<file path="src/rtl/core/rcmc_pkg.sv">
// Package with the shared types, codes and constants of the RGB color majority classifier.
`default_nettype none

package rcmc_pkg;

    localparam int FIELD_W    = 16;
    localparam int THR_W      = 16;
    localparam int CNT_CFG_W  = 4;
    localparam int CLASS_W    = 3;
    localparam int VOTE_W     = 4;
    localparam int NUM_VOTES  = 4;
    localparam int CFG_IDX_W  = 8;
    localparam int CFG_DATA_W = 16;

    localparam int WIDTH_BITS_DEF  = 16;
    localparam int MAX_SAMPLES_DEF = 15;

    localparam logic [THR_W-1:0]     BLACK_THR_RST   = 16'd4500;
    localparam logic [THR_W-1:0]     WHITE_THR_RST   = 16'd425;
    localparam logic [CNT_CFG_W-1:0] RUN_LEN_RST     = 4'd5;
    localparam logic [CNT_CFG_W-1:0] VOTES_NEED_RST  = 4'd3;
    localparam logic [VOTE_W-1:0]    VOTE_MAX        = 4'd15;

    localparam logic [CFG_IDX_W-1:0] CFG_BLACK_THR   = 8'd0;
    localparam logic [CFG_IDX_W-1:0] CFG_WHITE_THR   = 8'd1;
    localparam logic [CFG_IDX_W-1:0] CFG_RUN_LEN     = 8'd2;
    localparam logic [CFG_IDX_W-1:0] CFG_VOTES_NEED  = 8'd3;

    localparam logic [CLASS_W-1:0] CLASS_NONE  = 3'd0;
    localparam logic [CLASS_W-1:0] CLASS_RED   = 3'd1;
    localparam logic [CLASS_W-1:0] CLASS_GREEN = 3'd2;
    localparam logic [CLASS_W-1:0] CLASS_BLUE  = 3'd3;
    localparam logic [CLASS_W-1:0] CLASS_WHITE = 3'd4;
    localparam logic [CLASS_W-1:0] CLASS_BLACK = 3'd5;

    typedef struct packed {
        logic [FIELD_W-1:0] red_width;
        logic [FIELD_W-1:0] green_width;
        logic [FIELD_W-1:0] blue_width;
    } t_in_beat;

    typedef struct packed {
        logic [CLASS_W-1:0] sample_class;
        logic               decision_ready;
        logic [CLASS_W-1:0] decided_color;
    } t_out_beat;

    typedef struct packed {
        logic               ready;
        logic [CLASS_W-1:0] color;
    } t_decision;

endpackage

`default_nettype wire

</file>
<file path="src/rtl/core/rcmc_classify.sv">
// Combinational classification of one RGB pulse width sample.
`default_nettype none

module rcmc_classify #(
    parameter int CMP_W = 16
) (
    input  var rcmc_pkg::t_in_beat                i_beat,
    input  var logic [rcmc_pkg::THR_W-1:0]        i_black_thr,
    input  var logic [rcmc_pkg::THR_W-1:0]        i_white_thr,
    output var logic [rcmc_pkg::CLASS_W-1:0]      o_class
);
    import rcmc_pkg::*;

    logic [CMP_W-1:0] r_w;
    logic [CMP_W-1:0] g_w;
    logic [CMP_W-1:0] b_w;
    logic [CMP_W-1:0] bt;
    logic [CMP_W-1:0] wt;

    assign r_w = i_beat.red_width[CMP_W-1:0];
    assign g_w = i_beat.green_width[CMP_W-1:0];
    assign b_w = i_beat.blue_width[CMP_W-1:0];
    assign bt  = i_black_thr[CMP_W-1:0];
    assign wt  = i_white_thr[CMP_W-1:0];

    always_comb begin
        if (r_w > bt && g_w > bt && b_w > bt) begin
            o_class = CLASS_BLACK;
        end else if (r_w < wt && g_w < wt && b_w < wt) begin
            o_class = CLASS_WHITE;
        end else if (r_w < g_w && r_w < b_w) begin
            o_class = CLASS_RED;
        end else if (g_w < r_w && g_w < b_w) begin
            o_class = CLASS_GREEN;
        end else if (b_w < r_w && b_w < g_w) begin
            o_class = CLASS_BLUE;
        end else begin
            o_class = CLASS_NONE;
        end
    end

endmodule

`default_nettype wire

</file>
<file path="src/rtl/core/rcmc_vote.sv">
// Vote counters, run position and end of run decision.
`default_nettype none

module rcmc_vote #(
    parameter int IDX_W = 4
) (
    input  var logic                              i_clk,
    input  var logic                              i_rst_n,
    input  var logic                              i_valid,
    input  var logic [rcmc_pkg::CLASS_W-1:0]      i_class,
    input  var logic [IDX_W-1:0]                  i_run_len,
    input  var logic [rcmc_pkg::CNT_CFG_W-1:0]    i_votes_needed,
    output var rcmc_pkg::t_decision               o_decision
);
    import rcmc_pkg::*;

    logic [VOTE_W-1:0] r_cnt [NUM_VOTES];
    logic [VOTE_W-1:0] n_cnt [NUM_VOTES];
    logic [IDX_W-1:0]  r_idx;
    logic [IDX_W:0]    idx_inc;
    logic              run_done;

    always_comb begin
        for (int k = 0; k < NUM_VOTES; k++) begin
            if (i_class == CLASS_W'(k + 1) && r_cnt[k] < VOTE_MAX) begin
                n_cnt[k] = r_cnt[k] + VOTE_W'(1);
            end else begin
                n_cnt[k] = r_cnt[k];
            end
        end
    end

    assign idx_inc  = {1'b0, r_idx} + (IDX_W + 1)'(1);
    assign run_done = idx_inc >= {1'b0, i_run_len};

    always_comb begin
        o_decision.ready = run_done;
        if (!run_done) begin
            o_decision.color = CLASS_NONE;
        end else if (n_cnt[0] >= i_votes_needed) begin
            o_decision.color = CLASS_RED;
        end else if (n_cnt[1] >= i_votes_needed) begin
            o_decision.color = CLASS_GREEN;
        end else if (n_cnt[2] >= i_votes_needed) begin
            o_decision.color = CLASS_BLUE;
        end else if (n_cnt[3] >= i_votes_needed) begin
            o_decision.color = CLASS_WHITE;
        end else begin
            o_decision.color = CLASS_NONE;
        end
    end

    always_ff @(posedge i_clk) begin
        if (!i_rst_n) begin
            r_idx <= '0;
            for (int k = 0; k < NUM_VOTES; k++) begin
                r_cnt[k] <= '0;
            end
        end else if (i_valid) begin
            if (run_done) begin
                r_idx <= '0;
                for (int k = 0; k < NUM_VOTES; k++) begin
                    r_cnt[k] <= '0;
                end
            end else begin
                r_idx <= idx_inc[IDX_W-1:0];
                for (int k = 0; k < NUM_VOTES; k++) begin
                    r_cnt[k] <= n_cnt[k];
                end
            end
        end
    end

endmodule

`default_nettype wire

</file>
<file path="src/rtl/core/rgb_color_majority_classifier_top.sv">
// Top level of the RGB color majority classifier with input, output and configuration registers.
`default_nettype none

// Each input beat carries red, green and blue pulse widths and yields exactly one output
// beat with the sample class, and at the end of each voting run the decided color. One
// beat is taken every clock cycle while o_in_stall is low; an accepted beat waits in the
// input register and moves to the output register once that register is empty or its
// beat is being taken, and it stays offered there until the output side takes it.
// The classification and the vote update lie between the two registers. The user must
// write configuration through the plain write port only while no beat is in flight; the
// block itself does not enforce this. Writes to an index above three are ignored.
module rgb_color_majority_classifier_top #(
    parameter int WIDTH_BITS  = rcmc_pkg::WIDTH_BITS_DEF,
    parameter int MAX_SAMPLES = rcmc_pkg::MAX_SAMPLES_DEF
) (
    input  var logic                              i_clk,
    input  var logic                              i_rst_n,
    input  var logic                              i_in_valid,
    output var logic                              o_in_stall,
    input  var rcmc_pkg::t_in_beat                i_in_data,
    output var logic                              o_out_valid,
    input  var logic                              i_out_stall,
    output var rcmc_pkg::t_out_beat               o_out_data,
    input  var logic                              i_cfg_we,
    input  var logic [rcmc_pkg::CFG_IDX_W-1:0]    i_cfg_idx,
    input  var logic [rcmc_pkg::CFG_DATA_W-1:0]   i_cfg_data
);
    import rcmc_pkg::*;

    localparam int CMP_W   = (WIDTH_BITS < FIELD_W) ? WIDTH_BITS : FIELD_W;
    localparam int RUN_MAX = (MAX_SAMPLES < 15) ? MAX_SAMPLES : 15;
    localparam int IDX_W   = $clog2(RUN_MAX + 1);
    localparam logic [CNT_CFG_W-1:0] RUN_MAX_C = CNT_CFG_W'(RUN_MAX);

    logic [THR_W-1:0]     r_black_thr;
    logic [THR_W-1:0]     r_white_thr;
    logic [CNT_CFG_W-1:0] r_run_len;
    logic [CNT_CFG_W-1:0] r_votes_need;

    logic      r_in_vld;
    t_in_beat  r_in;
    logic      r_out_vld;
    t_out_beat r_out;
    t_out_beat n_out;

    logic                 advance;
    logic [CLASS_W-1:0]   sample_class;
    logic [CNT_CFG_W-1:0] run_len_eff;
    t_decision            decision;

    always_ff @(posedge i_clk) begin
        if (!i_rst_n) begin
            r_black_thr  <= BLACK_THR_RST;
            r_white_thr  <= WHITE_THR_RST;
            r_run_len    <= RUN_LEN_RST;
            r_votes_need <= VOTES_NEED_RST;
        end else if (i_cfg_we) begin
            case (i_cfg_idx)
                CFG_BLACK_THR:  r_black_thr  <= i_cfg_data[THR_W-1:0];
                CFG_WHITE_THR:  r_white_thr  <= i_cfg_data[THR_W-1:0];
                CFG_RUN_LEN:    r_run_len    <= i_cfg_data[CNT_CFG_W-1:0];
                CFG_VOTES_NEED: r_votes_need <= i_cfg_data[CNT_CFG_W-1:0];
                default: ;
            endcase
        end
    end

    always_comb begin
        if (r_run_len == '0) begin
            run_len_eff = CNT_CFG_W'(1);
        end else if (r_run_len > RUN_MAX_C) begin
            run_len_eff = RUN_MAX_C;
        end else begin
            run_len_eff = r_run_len;
        end
    end

    assign advance    = r_in_vld && (!r_out_vld || !i_out_stall);
    assign o_in_stall = r_in_vld && !advance;

    always_ff @(posedge i_clk) begin
        if (!i_rst_n) begin
            r_in_vld <= 1'b0;
        end else if (!o_in_stall) begin
            r_in_vld <= i_in_valid;
        end
    end

    always_ff @(posedge i_clk) begin
        if (i_in_valid && !o_in_stall) begin
            r_in <= i_in_data;
        end
    end

    rcmc_classify #(
        .CMP_W(CMP_W)
    ) u_classify (
        .i_beat      (r_in),
        .i_black_thr (r_black_thr),
        .i_white_thr (r_white_thr),
        .o_class     (sample_class)
    );

    rcmc_vote #(
        .IDX_W(IDX_W)
    ) u_vote (
        .i_clk          (i_clk),
        .i_rst_n        (i_rst_n),
        .i_valid        (advance),
        .i_class        (sample_class),
        .i_run_len      (run_len_eff[IDX_W-1:0]),
        .i_votes_needed (r_votes_need),
        .o_decision     (decision)
    );

    always_comb begin
        n_out.sample_class   = sample_class;
        n_out.decision_ready = decision.ready;
        n_out.decided_color  = decision.color;
    end

    always_ff @(posedge i_clk) begin
        if (!i_rst_n) begin
            r_out_vld <= 1'b0;
        end else if (advance) begin
            r_out_vld <= 1'b1;
        end else if (!i_out_stall) begin
            r_out_vld <= 1'b0;
        end
    end

    always_ff @(posedge i_clk) begin
        if (advance) begin
            r_out <= n_out;
        end
    end

    assign o_out_valid = r_out_vld;
    assign o_out_data  = r_out;

    a_color_needs_ready: assert property (@(posedge i_clk) disable iff (!i_rst_n)
        (r_out_vld && !r_out.decision_ready) |-> (r_out.decided_color == CLASS_NONE))
        else $error("Decided color is set on a beat that does not end a run.");

    a_class_range: assert property (@(posedge i_clk) disable iff (!i_rst_n)
        r_out_vld |-> (r_out.sample_class <= CLASS_BLACK))
        else $error("Sample class code is out of range.");

    a_color_range: assert property (@(posedge i_clk) disable iff (!i_rst_n)
        r_out_vld |-> (r_out.decided_color <= CLASS_WHITE))
        else $error("Decided color code is out of range.");

    a_accept_holds: assert property (@(posedge i_clk) disable iff (!i_rst_n)
        (i_in_valid && !o_in_stall) |=> r_in_vld)
        else $error("An accepted beat was lost in the input register.");

    a_advance_loads: assert property (@(posedge i_clk) disable iff (!i_rst_n)
        advance |=> r_out_vld)
        else $error("An advanced beat did not reach the output register.");

endmodule

`default_nettype wire
</file>
<file path="config.mk">
export PLATFORM = sky130hd
export DESIGN_NAME = rgb_color_majority_classifier_top
export DESIGN_NICKNAME = d
export VERILOG_FILES = /design/src/rtl/core/rcmc_pkg.sv /design/src/rtl/core/rcmc_classify.sv /design/src/rtl/core/rcmc_vote.sv /design/src/rtl/core/rgb_color_majority_classifier_top.sv
export SDC_FILE = /design/constraint.sdc
export NUM_CORES = 1
export LEC_CHECK = 0
export BUFFER_PORTS_ARGS = -buffer_cell sky130_fd_sc_hd__buf_2
export CAP_MARGIN = 20
export CORE_ASPECT_RATIO = 1.1
export CORE_MARGIN = 2
export CORE_UTILIZATION = 45
export DETAILED_ROUTE_END_ITERATION = 8
export GPL_ROUTABILITY_DRIVEN = 0
export PLACE_DENSITY_LB_ADDON = 0.1
export SYNTH_ARGS = -nofsm -noshare
export SYNTH_HDL_FRONTEND = slang
export SYNTH_SLANG_ARGS = --single-unit
</file>
<file path="constraint.sdc">
create_clock -name i_clk -period 6.4 [get_ports i_clk]
set_input_delay 0.96 -clock i_clk [delete_from_list [all_inputs] [get_ports i_clk]]
set_output_delay 0.96 -clock i_clk [all_outputs]
set_load 0.01 [all_outputs]
</file>
# Word level (Yosys, flattened, before mapping)
# Memory sizes are Yosys's and may differ from the RTL's.
# Index checks and enable logic that the tools add are counted.
op_classes:
  n_addsub: 5
  mul: 0
  n_div: 0
  n_lt_le_gt_ge: 22
  eq_ne: 8
  shifts: 0
  mux: 35
  n_bitwise: 9
  reduce_logical: 27
ops:
  columns: ["operator", "n"]
  rows:
  - ["< comparator 16 bit", 9]
  - ["two-way mux 4 bit", 15]
  - ["greater-than comparator 16 bit", 3]
  - ["adder 4 x 1 -> 4 bit, second input constant", 4]
  - ["equality test 8 x 2 -> 1 bit, second input constant", 2]
  - ["greater-or-equal comparator 4 bit", 4]
  - ["< comparator 4 bit, second input constant", 4]
  - ["two-way mux 3 bit", 5]
  - ["logical AND 1 bit", 14]
  - ["two-way mux 1 bit", 12]
  - ["equality test 8 x 1 -> 1 bit, second input constant", 1]
  - ["logical NOT 8 bit", 1]
  - ["OR 1 bit", 8]
  - ["AND reduction 2 bit", 4]
  - ["equality test 3 x 2 -> 1 bit, second input constant", 2]
  - ["two-way mux 2 bit", 3]
  - ["adder 4 x 1 -> 5 bit, second input constant", 1]
  - ["greater-or-equal comparator 5 x 4 -> 1 bit", 1]
  - ["greater-than comparator 4 bit, second input constant", 1]
  - ["logical NOT 1 bit", 4]
  - ["logical NOT 4 bit", 1]
  - ["OR reduction 4 bit", 1]
  - ["equality test 3 x 1 -> 1 bit, second input constant", 1]
  - ["equality test 3 bit, second input constant", 1]
  - ["other kinds (4)", 4]
totals:
  ff_bits: 101
  latch_bits: 0
  mem_bits_rw: 16
  mem_bits_ro: 0
  input_bits: 77
  out_inout_bits: 9
  elab_cells: 122
  mem_count: 1
memory_table:
  columns: ["name", "depth", "width", "rd", "rd_ports_with_merged_regs", "write_ports", "line", "rtl"]
  rows:
  - ["u_vote.r_cnt", 4, 4, 4, 0, 4, "rcmc_vote.sv:17", "logic [VOTE_W-1:0] r_cnt [NUM_VOTES];"]

# Depth between registers and ports, before layout
depth:
  ltp_word: 15
  mapped_depth: 17
  ltp_nobuf: 16

# By module
# Synthesis repeated with hierarchy kept, for this count alone.
unflattened:
  cells_unflattened: 829
  area_unflattened_um2: 8358.0
by_module_without_submodules:
  columns: ["module", "instances", "cells_each", "area_each_um2", "seq_area_each_um2"]
  rows:
  - ["rgb_color_majority_classifier_top", 1, 228, 3389.5, 2492.4]
  - ["rcmc_classify", 1, 417, 3246.9, 0.0]
  - ["rcmc_vote", 1, 184, 1721.7, 520.5]

# Least setup slack after synthesis
# Ideal clock, no wire load.
synth_timing:
  path_kind: "flip-flop to flip-flop"
  startpoint: "reg r_in[47] (netlist name)"
  endpoint: "reg r_out (netlist bit o_out_data[0]), data pin"
  setup_time_ns: 0.267
  t_arrival_ns: 3.599
  t_required_ns: 6.133
  path_slack_ns: 2.534
  stages_incl_launch_ff: 16
  n_path_buf: 1
  synth_period_minus_slack_ns: 3.866
  path_cell_list: "edfxtp_1 -> ha_1 -> a22o_1 -> nor4_2 -> o221ai_1 -> or4b_1 -> nor4_4 -> or4_1 -> buf_2 -> mux2_2 -> ha_1 -> a21o_1 -> a21o_1 -> a21oi_1 -> nand2b_1 -> a21oi_1"
synth_via:
  elab_chain_cells: 14
  word_cells_on_any_way: 33
  classes_between: "order compare (9); eq/ne (3); mux (11); reduce/logical (10)"
synth_rtl:
  columns: ["item", "line", "rtl"]
  rows:
  - ["from (decl)", "rgb_color_majority_classifier_top.sv:41", "t_in_beat r_in;"]
  - ["from (signal assigned)", "rgb_color_majority_classifier_top.sv:91", "r_in <= i_in_data;"]
  - ["< comparator 16 bit", "rcmc_classify.sv:35", "end else if (b_w < r_w && b_w < g_w) begin"]
  - ["logical AND 1 bit", "rcmc_classify.sv:35", null]
  - ["two-way mux 2 bit", "rcmc_classify.sv:35", null]
  - ["two-way mux 3 bit", "rcmc_classify.sv:33", "end else if (g_w < r_w && g_w < b_w) begin"]
  - ["two-way mux 3 bit", "rcmc_classify.sv:31", "end else if (r_w < g_w && r_w < b_w) begin"]
  - ["two-way mux 3 bit", "rcmc_classify.sv:29", "end else if (r_w < wt && g_w < wt && b_w < wt) begin"]
  - ["two-way mux 3 bit (*)", "rcmc_classify.sv:27", "if (r_w > bt && g_w > bt && b_w > bt) begin"]
  - ["equality test 3 x 2 -> 1 bit", "rcmc_vote.sv:25", "if (i_class == CLASS_W'(k + 1) && r_cnt[k] < VOTE_MAX) begin"]
  - ["logical AND 1 bit", "rcmc_vote.sv:25", null]
  - ["two-way mux 4 bit", "rcmc_vote.sv:25", null]
  - ["greater-or-equal comparator 4 bit", "rcmc_vote.sv:44", "end else if (n_cnt[2] >= i_votes_needed) begin"]
  - ["two-way mux 2 bit", "rcmc_vote.sv:44", null]
  - ["two-way mux 2 bit", "rcmc_vote.sv:42", "end else if (n_cnt[1] >= i_votes_needed) begin"]
  - ["two-way mux 1 bit (*)", "rcmc_vote.sv:40", "end else if (n_cnt[0] >= i_votes_needed) begin"]
  - ["to (signal assigned)", "rgb_color_majority_classifier_top.sv:134", "r_out <= n_out;"]
  - ["to (decl)", "rgb_color_majority_classifier_top.sv:43", "t_out_beat r_out;"]
# Mark *: on every way between the ends. The rest lies on a longest branch, timed or not.
# A chain may end at the register's enable or synchronous reset.

# Worst setup path after layout
# Same ends and word-level chain as after synthesis.

==> impl_metrics.ini <==
[clock_network]
cts_tree = built
postCtsSetupRepairBufs = 0
cts_buffer_depth = 2
clkTransAtPathRegs_ns = 0.06
cts_hold_buf = 0
cts-resized-gates = 0
cts_made_buffers = 17
clock-sinks = 117
insertion_delay_ns = 0.42
cts_max_level = 4
ctsRootBufferMaster = clkbuf_16

[route]
viasPerCell = 5.625
drc_errors = 0
antenna_left = 0
vias = 6480
routed_wl_mm = 21.11
first_pass_iters = 5
wl_per_cell_um = 18.33
initialDrtViolationCount = 357

[timing]
fin_tns_setup_ns = 0
worst_slew_pin_slew_ns = 1.085
period_share_pct = 73.62
rsz0062_at_grt = false
finalMaxSlewViolations = 0
hold_viol = 0
setup_violations = 0
relSlewSlack_pct = 27.42
timing.hold.ws_ns = 0.4840
fin_crit_ns = 4.712
skew_ns = 0.005511
fmax_mhz = 212.2

[floorplanning]
start_util_pct = 46.11
io_pins = 86
die_area_sq_mm = 0.01927
die_h_um = 145.4
core_area_sq_mm = 0.01774
die_x_um = 132.5
rows = 51

[global_routing]
grt_usage_pct = 22.55
grt_pass1_vias = 6787
antenna_found_initial = 0
grt.overflow.total = 0
grt_pass1_wl_mm = 33.98
grt_max_degree = 49

[logic_synthesis]
synth_area_sq_mm = 0.008179
synth_commonest_cells = ha_1, inv_1, a21oi_1, edfxtp_1, nand2_1
yosysTopAreaCellShare_pct = 25.39
ys_ff_latch = 117
seq_area_frac_synth_pct = 36.84
syn_avg_cell_area_sq_um = 10.12
yosysMostFrequentCell = ha_1
synthArstFlopShare_pct = 0
synthDistinctLibCells = 69
ys_top_cells_by_area = ha_1, edfxtp_1, dfxtp_1
dominantRegCellSynth = edfxtp_1
synth_top_cell_by_area = ha_1
synth_edf_count = 67
ys_warn_count = 0
syn_nets = 1051
netlist_instances = 808

[layout]
final_core_util_pct = 53.25
fillCellCount = 1646
num-nets-final = 1144
register_area_sq_mm = 0.003013
antenna_cells = 0
multi_input_area_sq_mm = 0.004816
syn2layout_area_growth_pct = 15.50
drive_gt1_share_pct = 15.43
final_cells = 1152

[worst_setup_path]
cp_max_fo = 12
worst_setup_path_start_kind = register
worst_ep_arrival_time_ns = 4.87
critical_path_required_ns = 6.56
path_class = reg2reg
crit_path_end_kind = register

[power_and_ir_drop]
totalPowerFinal_uw = 2047
power_density_mw_per_mm2 = 216.7
p_leak_uw = 0.004438
peakVddDrop_uv = 195.1

[job]
drv_cap = 0

[placement]
place_hpwl_mm = 16.71
port_buffers = 85
dpl.cell_count = 1120

[hold_path]
hp-class = reg2reg

[status]
status = completed
==> stage by stage <==
| stage | cell area, sq um | worst slack, ns |
|---|---|---|
| after floorplan | 8179 | 2.534 |
| after global placement | 8875 | 1.911 |
| after detailed placement | 8875 | 1.756 |
| after CTS | 9447 | 1.738 |
| after global routing | 9447 | 1.479 |
| final | 9447 | 1.688 |
==> layout by cell type, fill, tap and decap left out, types with 8 or more instances in the layout <==
cell type / synthesis / final
nand3_1: 19 / 19
clkbuf_16: 0 / 19
inv_1: 80 / 80
o21ai_0: 18 / 18
nor2_1: 54 / 54
dfxtp_1: 50 / 50
edfxtp_1: 67 / 67
a21oi_1: 67 / 67
mux2i_1: 35 / 35
and2_1: 8 / 8
o211ai_1: 11 / 11
nand2b_1: 13 / 13
ha_1: 166 / 166
buf_2: 2 / 85
nand2_1: 58 / 58
a21o_1: 20 / 20
nand4_1: 21 / 21
==> worst max-delay path, stage by stage, from the launching register on <==
cell      delay [ns]
edfxtp_1        0.47
ha_1            0.36
a22o_1          0.26
nor4_2          0.15
o221ai_1        0.16
or4b_1          0.61
nor4_4          0.66
or4_1           0.37
mux2_2          0.37
ha_1            0.28
a21o_1          0.16
a21o_1          0.17
a21oi_1         0.22
nand2b_1        0.15
a21oi_1         0.06
==> power by group <==
group | switching [uW] | total, uW | internal [uW]
registers | 33.9 | 863 | 829
clock network | 358 | 919 | 561
logic | 151 | 266 | 115
==> layout make-up <==
class / count / share of cell area (%)
multi-input cells: 597 / 50.98
flip-flops and latches: 117 / 31.89
well taps: 238 / 3.152
repair buffers: 88 / 4.742
inverters: 80 / 3.179
clock buffers: 22 / 5.364
clock inverters: 10 / 0.6887
==> final timing paths <==
path                       start        endpoint  slack (ns)  depth (start not counted)
hold / removal    r_white_thr[7]  r_white_thr[7]        0.48                          2
setup / recovery        r_in[47]   o_out_data[0]        1.69                         14
hold reg to reg   r_white_thr[7]  r_white_thr[7]        0.48                          2
setup reg to reg        r_in[47]   o_out_data[0]        1.69                         14
==> logic make-up (layout without fill, tap and decap cells) <==
logic type,Yosys count,after routing,synth area share [%]
fa+ha+maj,166,166,25.39
mux,40,40,5.018
buf+inv,94,200,4.436
xor+xnor,8,8,0.8567
flops,117,117,36.84
simple gates,224,224,14.91
compound gates,159,159,12.54
==> layer usage <==
metal | up-vias | global-route usage (%) | part of all wire, %
met2 | 180 | 38.50 | 49
li1 | 3183 | - | -
met1 | 3065 | 27.30 | 43
met4 | 0 | 10.65 | 3.9
met3 | 52 | 4.458 | 3.7
met5 | - | 0 | 0
==> sequential cells by signal, indices dropped and copies added, names as in the netlist <==
signal,cells
r_in,48
r_black_thr,16
r_white_thr,16
u_vote.r_cnt,16
o_out_data,7
r_run_len,4
r_votes_need,4
u_vote.r_idx,4
o_out_valid,1
r_in_vld,1
No activity file was read; power rests on OpenSTA's default activity.
